$ cat config.mk
export PLATFORM = sky130hd
export DESIGN_NAME = hmp_ctrl
export DESIGN_NICKNAME = d
export VERILOG_FILES = /design/src/design/hmp_pkg.sv /design/src/design/hmp_ctrl.sv
export SDC_FILE = /design/constraint.sdc
export NUM_CORES = 1
export LEC_CHECK = 0
export ABC_AREA = 1
export BUFFER_PORTS_ARGS = -buffer_cell sky130_fd_sc_hd__buf_2
export CAP_MARGIN = 20
export CELL_PAD_IN_SITES_DETAIL_PLACEMENT = 1
export CELL_PAD_IN_SITES_GLOBAL_PLACEMENT = 1
export CORE_ASPECT_RATIO = 0.8
export CORE_MARGIN = 2
export CORE_UTILIZATION = 29
export DETAILED_ROUTE_END_ITERATION = 8
export PLACE_DENSITY = 0.72
export SLEW_MARGIN = 20
export SYNTH_ARGS = -nofsm -noshare
export SYNTH_HDL_FRONTEND = slang
export SYNTH_SLANG_ARGS = --single-unit
$ cat constraint.sdc
create_clock -name clock -period 1.19 [get_ports clock]
set_input_delay 0.0595 -clock clock [delete_from_list [all_inputs] [get_ports clock]]
set_output_delay 0.0595 -clock clock [all_outputs]
set_load 0.01 [all_outputs]
$ cat src/design/hmp_pkg.sv
// Shared types and constants for the histogram median block.
// Used by hmp_ctrl, hmp_datapath and histogram_median_pixel; depends on nothing.
package hmp_pkg;

   localparam int DEF_BIN_COUNT = 1024;

   localparam int COUNT_W  = 22;
   localparam int SUM_W    = COUNT_W + 1;
   localparam int MEDIAN_W = 11;
   localparam logic [COUNT_W-1:0] COUNT_MAX = {COUNT_W{1'b1}};

   localparam logic [1:0] MODE_MONO8  = 2'd0;
   localparam logic [1:0] MODE_MONO16 = 2'd1;
   localparam logic [1:0] MODE_COLOR  = 2'd2;

   localparam logic [1:0] SMP_FIRST = 2'd0;
   localparam logic [1:0] SMP_THIRD = 2'd2;

   typedef struct packed {
      logic       load;    // latch the pixel and work out its bins
      logic       rmw_rd;  // issue the read half of a bin increment
      logic [1:0] sel;     // which sample of the pixel
      logic       sweep;   // read and zero one bin, advance the sweep counter
      logic       emit;    // result goes out, clear the sample total
   } dp_cmd_type;

   typedef struct packed {
      logic sweep_end;     // the sweep is at the last bin
      logic color;         // the latched pixel carries three samples
   } dp_status_type;

endpackage

$ cat src/design/hmp_ctrl.sv
// Controller of the histogram median block: sequences the bin increments and the scan.
// Depends on hmp_pkg for the command and status structs.
module hmp_ctrl (
   input  logic                   clock,
   input  logic                   reset,
   input  logic                   start,
   input  logic                   req_is_last,
   input  hmp_pkg::dp_status_type status,
   output hmp_pkg::dp_cmd_type    cmd,
   output logic                   busy,
   output logic                   rsp_strobe
);

   typedef enum logic [2:0] {
      ST_CLEAR,
      ST_IDLE,
      ST_COUNT,
      ST_PREP,
      ST_SCAN,
      ST_TAIL,
      ST_EMIT
   } state_type;

   state_type  state_ff;
   logic       busy_ff;
   logic       strobe_ff;
   logic       last_ff;
   logic [1:0] smp_ff;
   logic [1:0] smp_last;

   assign smp_last = status.color ? hmp_pkg::SMP_THIRD : hmp_pkg::SMP_FIRST;

   always_ff @(posedge clock) begin
      if (reset) begin
         state_ff  <= ST_CLEAR;
         busy_ff   <= 1'b1;
         strobe_ff <= 1'b0;
         last_ff   <= 1'b0;
         smp_ff    <= hmp_pkg::SMP_FIRST;
      end else begin
         case (state_ff)
            ST_CLEAR: begin
               if (status.sweep_end) begin
                  state_ff <= ST_IDLE;
                  busy_ff  <= 1'b0;
               end
            end
            ST_IDLE: begin
               if (start) begin
                  state_ff <= ST_COUNT;
                  busy_ff  <= 1'b1;
                  last_ff  <= req_is_last;
                  smp_ff   <= hmp_pkg::SMP_FIRST;
               end
            end
            ST_COUNT: begin
               if (smp_ff == smp_last) begin
                  // The last increment's write lands in the next cycle.
                  if (last_ff) begin
                     state_ff <= ST_PREP;
                  end else begin
                     state_ff <= ST_IDLE;
                     busy_ff  <= 1'b0;
                  end
               end else begin
                  smp_ff <= smp_ff + 1'b1;
               end
            end
            ST_PREP: begin
               state_ff <= ST_SCAN;
            end
            ST_SCAN: begin
               if (status.sweep_end) begin
                  state_ff <= ST_TAIL;
               end
            end
            ST_TAIL: begin
               state_ff  <= ST_EMIT;
               strobe_ff <= 1'b1;
            end
            ST_EMIT: begin
               state_ff  <= ST_IDLE;
               strobe_ff <= 1'b0;
               busy_ff   <= 1'b0;
            end
            default: begin
               state_ff  <= ST_IDLE;
               strobe_ff <= 1'b0;
               busy_ff   <= 1'b0;
            end
         endcase
      end
   end

   always_comb begin
      cmd.load   = (state_ff == ST_IDLE) & start;
      cmd.rmw_rd = (state_ff == ST_COUNT);
      cmd.sel    = smp_ff;
      cmd.sweep  = (state_ff == ST_CLEAR) | (state_ff == ST_SCAN);
      cmd.emit   = (state_ff == ST_EMIT);
   end

   assign busy       = busy_ff;
   assign rsp_strobe = strobe_ff;

endmodule

==> After elaboration in Yosys (flattened, before gate mapping) <==
Cells that the tools add are included.
W data, S select, Z words.
{ "word_totals": {"ff_bits": 8, "input_bits": 6, "out_inout_bits": 8} }
{ "op_classes": {"add_sub_neg": 1, "n_eq_ne": 13, "mux": 16, "n_bitwise": 3, "reduce_logical": 8} }
{ "ops": {"columns": ["cell", "count"], "rows": [
  ["$pmux W3 S6", 1],
  ["$mux W3", 4],
  ["$ne A2 B2 Y1 const B", 5],
  ["$eq A3 B3 Y1 const B", 3],
  ["$mux W2", 4],
  ["$eq A3 B2 Y1 const B", 2],
  ["$reduce_and A5 Y1", 1],
  ["$reduce_or A5 Y1", 1],
  ["$mux W1", 4],
  ["$pmux W1 S4", 1],
  ["$pmux W2 S2", 1],
  ["$reduce_and A4 Y1", 1],
  ["$eq A3 B1 Y1 const B", 1],
  ["$logic_not A3 Y1", 1],
  ["$reduce_and A3 Y1", 1],
  ["$reduce_or A3 Y1", 1],
  ["$add A2 B1 Y2 const B", 1],
  ["$eq A2 B2 Y1", 1],
  ["$ne A2 B1 Y1 const B", 1],
  ["$pmux W1 S2", 1],
  ["$reduce_and A2 Y1", 1],
  ["$reduce_bool A2 Y1", 1],
  ["$and A1 B1 Y1", 1],
  ["$not A1 Y1", 1],
  ["$or A1 B1 Y1", 1]
]} }

==> Logic depth before layout (Yosys ltp) <==
Gate-level depths: netlist of run 1.
{ "depth": {"ltp_word": 4, "depth_mapped": 9, "depth_no_buf": 9} }

==> Least setup slack after synthesis of run 1 <==
OpenSTA, ideal clock, no wires.
{ "synth_timing": {"path_kind": "register to register", "startpoint": "register state_ff[1]", "endpoint": "register busy_ff (netlist: busy)", "setup_ps": 123, "t_arrival_ps": 1114, "required_ps": 1067, "slack_ps": -47, "stages_incl_launch_ff": 8, "path_buffers": 0, "synth_period_minus_slack_ps": 1237, "cell_sequence": "dfxtp_1 > inv_1 > ha_1 > o21bai_1 > nor2_1 > nand3_1 > nand2_1 > nand3_1"} }
{ "synth_via": {"elab_chain_cells": 4, "word_cells_on_any_way": 14, "classes_between": "eq/ne (9); mux (1); bitwise (1); reduce/logical (3)"} }
{ "synth_lines": {"columns": ["item", "line", "rtl"], "rows": [
  ["from (decl)", "hmp_ctrl.sv:24", "state_type state_ff;"],
  ["from (signal assigned)", "hmp_ctrl.sv:35", "state_ff <= ST_CLEAR;"],
  ["from (signal assigned)", "hmp_ctrl.sv:44", "state_ff <= ST_IDLE;"],
  ["from (signal assigned)", "hmp_ctrl.sv:50", "state_ff <= ST_COUNT;"],
  ["$eq A3 B3 Y1 or $eq A3 B2 Y1 (tied branches)", "hmp_ctrl.sv:41", "case (state_ff)"],
  ["$reduce_or A3 Y1 (no line)", null, null],
  ["$not A1 Y1 (no line)", null, null],
  ["$reduce_and A5 Y1 (no line)", null, null],
  ["to (signal assigned)", "hmp_ctrl.sv:36", "busy_ff <= 1'b1;"],
  ["to (signal assigned)", "hmp_ctrl.sv:45", "busy_ff <= 1'b0;"],
  ["to (signal assigned)", "hmp_ctrl.sv:51", "busy_ff <= 1'b1;"],
  ["to (decl)", "hmp_ctrl.sv:25", "logic busy_ff;"]
]} }
Parallel ways exist; a longest one is shown, timed or not.
A chain may end at the register's enable or synchronous reset.

==> Worst setup path in the final report of run 1 <==
{ "layout_timing": {"startpoint": "register state_ff[1]", "endpoint": "register state_ff[1]"} }
{ "layout_via": {"elab_chain_cells": 3, "word_cells_on_any_way": 12, "classes_between": "eq/ne (9); mux (1); reduce/logical (2)"} }
{ "layout_lines": {"columns": ["item", "line"], "rows": [
  ["$eq A3 B2 Y1 (tied with other cells)", "hmp_ctrl.sv:41"],
  ["$ne A2 B1 Y1 (no line) or $ne A2 B2 Y1 (tied branches)", null],
  ["$reduce_and A4 Y1 (no line)", null]
]} }
Parallel ways exist; a longest one is shown, timed or not.

==> results of run 1 <==
[worst max-delay path: stages (launching register included)]
cell,delay (ns)
dfxtp_2,0.34
inv_2,0.05
buf_6,0.11
nand2_4,0.07
nor2_4,0.04
buf_6,0.11
nand2_4,0.07
nand3_4,0.09
inv_2,0.08
nand2_1,0.05
nand2_1,0.06
inv_1,0.03
[sequential cells by signal, indices dropped and copies added (netlist names)]
name and cells:
busy 1, last_ff 1, rsp_strobe 1, smp_ff 2, state_ff 3
[layout by cell type (no fill, tap or decap)]
master | Yosys | final
buf_6 | 0 | 2
nand2_1 | 14 | 13
dfxtp_1 | 8 | 5
nand3_1 | 4 | 3
o21bai_4 | 0 | 1
dfxtp_4 | 0 | 1
o21ai_0 | 3 | 2
clkbuf_4 | 0 | 3
nand3b_1 | 1 | 1
a31oi_1 | 1 | 1
nand2_2 | 3 | 2
inv_1 | 11 | 9
o21ai_2 | 0 | 1
nand3_4 | 0 | 2
o211ai_1 | 2 | 2
ha_1 | 1 | 1
inv_2 | 4 | 6
nor2_1 | 7 | 6
nand2_4 | 1 | 3
nand4_1 | 2 | 2
a21oi_1 | 3 | 2
a21oi_2 | 0 | 1
buf_2 | 0 | 13
or2_4 | 0 | 1
nor2_2 | 2 | 1
o21ai_1 | 1 | 1
buf_4 | 0 | 10
dfxtp_2 | 0 | 2
nand3_2 | 2 | 1
nor2_4 | 0 | 2
[cells by family after synthesis]
| logic type | Yosys count | share of synthesized area, % |
|---|---|---|
| compound gates | 11 | 13.3 |
| fa+ha+maj | 1 | 2.60 |
| buf+inv | 15 | 11.7 |
| flops | 8 | 33.3 |
| simple gates | 37 | 39.1 |
[worst max-delay path by stage]
stage           startpoint          end  slack, ns  depth (start not counted)
2_1_floorplan  state_ff[1]         busy       0.01                          7
3_3_place_gp   state_ff[1]  state_ff[1]      -0.03                          8
3_5_place_dp   state_ff[1]  state_ff[0]      -0.04                          8
4_1_cts        state_ff[1]       cmd[5]      -0.03                          7
5_1_grt        state_ff[1]         busy       -0.1                         11
6_report       state_ff[1]  state_ff[1]      -0.02                         11
[where the power goes]
group	internal (mW)	total, mW	leakage, nW	switching [mW]
registers	0.372	0.464	0.0670	0.0926
clock network	0.116	0.216	0.0138	0.100
logic	0.628	1.34	0.327	0.716
[routing by layer]
metal / global-route usage [%] / share of wire [%]
met1: 18.6 / 46
met2: 32.4 / 51
met3: 6.72 / 3.0
met4: 4.17 / 0
met5: 0 / 0
[area by class of cell]
| class | instances | share of cell area, % |
|---|---|---|
| Multi-Input combinational cell | 49 | 43.1 |
| Sequential cell | 8 | 21.7 |
| Timing Repair Buffer | 25 | 21.2 |
| Inverter | 15 | 7.35 |
| Tap cell | 22 | 3.59 |
| Clock buffer | 3 | 2.94 |
[cell usage after synthesis, drive strengths merged]
cell	n
a21oi	3
a31oi	1
dfxtp	8
ha	1
inv	15
nand2	18
nand3	6
nand3b	1
nand4	2
nor2	9
o211ai	2
o21ai	4
o21bai	1
or2	1
[repair_timing]
| item | in CTS | in global routing |
|---|---|---|
| gates resized for setup | 15 | 6 |
| pin swaps | 4 | 4 |
| setup buffers | 3 | 0 |
| endpoints found under the setup margin | 7 | 10 |
[metrics by stage]
step	setup TNS, ns	setup WS, ns	util [%]	hold WS, ns
global placement	-0.0268	-0.0268	40.3	0.322
global route	-0.626	-0.0964	48.0	0.0568
CTS	-0.0879	-0.0325	46.7	0.0474
finish	-0.0544	-0.0238	48.0	0.0502
floorplan	0	0.0102	-	0.199
detailed placement	-0.108	-0.0382	40.3	0.325
==> metrics.cfg, run 1 <==
[place]
dp_hpwl_um=1020
dp_cells=116
numPortBuffers=13
place.gp.congestion=0.731
dpl-instance-area_um2=642

[timing]
finalCritPeriodShare_pct=102
setup_ws_ns=-0.0238
layout_min_cycle_time_ns=1.21
setup_viol=3
fmax_mhz=824
max_slew.worst_pin.slew_ns=0.226
relSlewSlack_pct=84.9
finalMaxSlewViolations=0
grt_setup_unrepaired=true
hold_viol=0
skew_ns=0.00450

[layout]
syn2layout_area_growth_pct=59.4
nFillCells=215
stdcell_area_um2=766
nets=109
insertedDiodeCount=0
multiInputGateArea_um2=330
layout-drive-gt1-share_pct=52.0
fin_cells=122
regArea_um2=166

[cts]
numCtsBuffers=3
cts_sinks=8
cts_tree=built
cts_hold_buffers=0
clk_latency_ns=0.26
cts_htree_levels=1
cts_root_buf=clkbuf_4
clk_pin_slew_ns=0.05
clockBufferDepth=2

[detailed_routing]
wl_per_cell_um=12.4
drt_wl_total_um=1510
routed_via_density=4.62
first_pass_iters=2
drt-initial-drc-count=2
drc=0
vias=564
ant_nets=0

[min_path]
worstHoldStart=reset
hold_class=input pin to register
hold_end=state_ff[1]
holdPathStages=4

[synthesis]
synth_largest_area_cell=dfxtp_1
syn-cell-area_um2=480
syn_inst=72
ys_ff_latch=8
postSynthNetCount=79
yosysWarningCount=0
netlist_top_cells_area=dfxtp_1 (33%), nand2_1 (11%), inv_1 (8.6%), nor2_1 (5.5%), nand3_1 (4.2%)
synth_top_area_share_pct=33.3
ys_seq_area_share_pct=33.3
synth_cell_type_count=20
postSynthAreaPerCell_um2=6.67

[power]
power_density_nw_per_um2=2640
peakVddDrop_mv=1.10
total_power_mw=2.02
cellLeakagePower_nw=0.408

[critical_path]
startpoint_type=register
cp.arrival_ns=1.37
r2r_start=state_ff[1]
endpoint_kind=register
cp_max_fo=3
r2r_cells=11
r2r_end=state_ff[1]
worst-setup-path-type=register to register
critPathRequiredTime_ns=1.35
r2r_slack_ns=-0.02

[grt]
grt_start_max_net_pins=8
grt_pass1_vias=562
grt_pass1_wl_um=2370
overflow=0
grt.total_usage_pct=17.1
antenna_found_initial=0

[floorplan]
die_x_um=49.5
dieArea_um2=2000
initial_core_util_pct=30.1
io_pins=14
rows=13
chipHeight_um=40.4
coreArea_um2=1590

[run]
drv_cap=0

[outcome]
outcome=finished, violations left
violations=setup timing

Note: power is estimated with default switching activity, not from simulation.
==> run 2, diff against run 1 <==
==> config.mk (replaced) <==
export PLATFORM = sky130hd
export DESIGN_NAME = hmp_ctrl
export DESIGN_NICKNAME = d
export VERILOG_FILES = /design/src/design/hmp_pkg.sv /design/src/design/hmp_ctrl.sv
export SDC_FILE = /design/constraint.sdc
export NUM_CORES = 1
export LEC_CHECK = 0
export BUFFER_PORTS_ARGS = -buffer_cell sky130_fd_sc_hd__buf_2
export CAP_MARGIN = 20
export CORE_AREA = 2 2 39 41
export DETAILED_ROUTE_END_ITERATION = 8
export DIE_AREA = 0 0 41 43
export PLACE_DENSITY = 0.66
export SLEW_MARGIN = 20
export SYNTH_ARGS = -nofsm -noshare
export SYNTH_HDL_FRONTEND = slang
export SYNTH_SLANG_ARGS = --single-unit
==> metrics.cfg, run 2 <==
[detailed_routing]
drt-initial-drc-count=10  ; +8
routed_via_density=4.99  ; +7.9%
ant_nets=0  ; unchanged
wl_per_cell_um=13.1  ; +5.7%
wl_met3_um=50  ; +11%
drt_wl_total_um=1330  ; -12%
wl_met2_um=623  ; -19%
drt-met1-wl_um=641  ; -7.6%
topRoutingLayerUsed=met4
first_pass_iters=4  ; +2
vias=509  ; -9.8%
drc=0  ; unchanged

[layout]
largest_reg_flops=3  ; unchanged
syn2layout_area_growth_pct=58.5
nets=95  ; -13%
final_common_cell=buf_4
largestRegisters=state_ff (3), smp_ff (2)
utilization_pct=57.6  ; +9.6 points
layout-drive-gt1-share_pct=61.6  ; +9.6 points
stdcell_area_um2=797  ; +4.1%
insertedDiodeCount=0  ; unchanged
fin_cells=102  ; -16%
layout_common_cells=buf_4 (13), buf_2 (11), nor2_1 (7), dfxtp_1 (5), buf_6 (5)
regMostFlops=state_ff

[timing]
fin_setup_tns_ns=-0.633  ; -0.579 ns
hold_viol=0  ; unchanged
setup_viol=9  ; +6
layout_min_cycle_time_ns=1.37  ; +0.154 ns
grt_setup_unrepaired=true
skew_ns=0.00324  ; -0.00126 ns
finalCritPeriodShare_pct=115  ; +13 points
setup_ws_ns=-0.178  ; -0.154 ns
finalMaxSlewViolations=0  ; unchanged
relSlewSlack_pct=80.2  ; -4.7 points
max_slew.worst_pin.slew_ns=0.295  ; +0.0688 ns
fmax_mhz=731  ; -11%

[synthesis]
synth_xor_area_share_pct=1.74  ; +1.7 points
ys_ff_latch=8  ; unchanged
synth_fa_ha_area_share_pct=2.49  ; -0.12 points
synth_largest_area_cell=dfxtp_1
synthArstFlopShare_pct=0  ; unchanged
synth_cell_type_count=28  ; +40%
synth_top_family_by_area=compound AO/OA/AOI/OAI gates
syn_inst=58  ; -19%
synth_commonest_cells=dfxtp_1 (8), nor2_1 (7), a21oi_1 (5), inv_1 (5), nor3_1 (4)
synthFlopType=dfxtp_1
syn-cell-area_um2=503  ; +4.7%
postSynthNetCount=65  ; -18%
muxShareOfSynthArea_pct=3.98  ; +4.0 points
yosysMostFrequentCell=dfxtp_1
synth-edff-count=0  ; unchanged
ys_seq_area_share_pct=31.8  ; -1.5 points
yosysWarningCount=0  ; unchanged
postSynthAreaPerCell_um2=8.67  ; +30%
netlist_top_cells_area=dfxtp_1 (32%), nor2_1 (5.2%), a21oi_1 (5.0%), a211oi_1 (4.5%), buf_6 (4.5%)
synth-compound-area-share_pct=26.9  ; +14 points
synth-simple-area-share_pct=23.1  ; -16 points
synth_top_area_share_pct=31.8  ; -1.5 points

[floorplan]
io_pins=14  ; unchanged
chipHeight_um=43  ; +6.4%
dieArea_um2=1760  ; -12%
coreArea_um2=1380  ; -13%
initial_core_util_pct=36.3  ; +6.2 points
die_x_um=41  ; -17%
rows=14  ; +1

[cts]
clockBufferDepth=2  ; unchanged
clk_latency_ns=0.26  ; about the same
cts_tree=built
cts_htree_levels=1  ; unchanged
cts_root_buf=clkbuf_4
clk_pin_slew_ns=0.06  ; about the same
numCtsBuffers=3  ; unchanged
cts_hold_buffers=0  ; unchanged
cts_sinks=8  ; unchanged

[power]
power_density_nw_per_um2=1590  ; -40%
peakVddDrop_mv=0.892  ; -19%
cellLeakagePower_nw=0.323  ; -21%

[critical_path]
worst-setup-path-type=register to register
r2r_slack_ns=-0.18  ; -0.15 ns
cp.arrival_ns=1.52  ; +0.15 ns
endpoint_kind=register
r2r_start=state_ff[1]
startpoint_type=register
r2r_end=state_ff[0]
cp_max_fo=3  ; unchanged
critPathRequiredTime_ns=1.34  ; about the same
r2r_cells=6  ; -5

[min_path]
worstHoldStart=req_is_last
hold_class=input pin to register
hold_end=last_ff
holdPathStages=3  ; -1

[grt]
grt_pass1_vias=536  ; -4.6%
antenna_found_initial=0  ; unchanged
grt.total_usage_pct=18.4  ; +1.4 points
grt_pass1_wl_um=2130  ; -10%
grt_start_max_net_pins=10  ; +2
overflow=0  ; unchanged

[run]
drv_cap=0  ; unchanged

[place]
numPortBuffers=13  ; unchanged
dp_cells=98  ; -16%
place.gp.congestion=0.872  ; +19%
dpl-instance-area_um2=694  ; +8.2%
dp_slack_ns=-0.199  ; -0.161 ns

[outcome]
outcome=finished, violations left
violations=setup timing

-- run 2: cell families after synthesis --
kind of cell               Yosys count
and+or+nand+nor                     20
xor gates and xnor gates             1
muxes                                2
DFF                                  8
AOI/OAI and AO/OA                   17
buffers and inverters                9
adders and majority gates            1
-- run 2: how the worst max path moves through the flow --
| stage | startpoint | end | slack, ns | depth (start not counted) |
|---|---|---|---|---|
| global route | state_ff[1] | state_ff[0] | -0.24 | 6 |
| detailed placement | state_ff[1] | state_ff[0] | -0.20 | 6 |
| CTS | state_ff[1] | state_ff[2] | -0.16 | 6 |
| global placement | state_ff[1] | state_ff[0] | -0.17 | 6 |
| finish | state_ff[1] | state_ff[0] | -0.18 | 6 |
| floorplan | state_ff[1] | state_ff[0] | -0.31 | 7 |
-- run 2: through the flow --
step,power (mW),hold WS (ns)
3_3_place_gp,0.952,0.295
6_report,1.27,0.0568
3_5_place_dp,0.958,0.307
2_1_floorplan,0.732,0.207
5_1_grt,1.35,0.0780
4_1_cts,1.27,0.0367
-- run 2: power by group --
group          internal [mW]  switching [mW]  leakage (nW)  total, mW
Clock                  0.116           0.104        0.0138      0.220
Sequential             0.326          0.0588        0.0675      0.384
Combinational          0.347           0.320         0.242      0.667
-- run 2: critical path: stages (launching register included) --
cell        delay [ns]
dfxtp_4           0.36
clkinvlp_4        0.09
ha_4              0.28
inv_2             0.03
o21ai_1           0.11
o21ai_1           0.09
a2111oi_2         0.29
-- run 2: layout make-up --
type,instances,area [um^2]
tap,16,20.0
fill,132,587
inverter,5,22.5
clock buffer,3,22.5
sequential,8,171
timing repair buffer,29,209
multi-input combinational,41,352
-- run 2: timing repair --
| item | 4_1_cts | 5_1_grt |
|---|---|---|
| setup endpoints to repair | 10 | 10 |
| buffers inserted | 2 | 0 |
| pin swaps | 3 | 4 |
| cloned | 0 | 0 |
| gates resized for setup | 16 | 2 |
-- run 2: metal layers --
metal	global-route usage, %	vias up
met3	3.14	2
met4	14.0	0
met1	22.4	227
met5	0	-
li1	-	266
met2	27.2	14
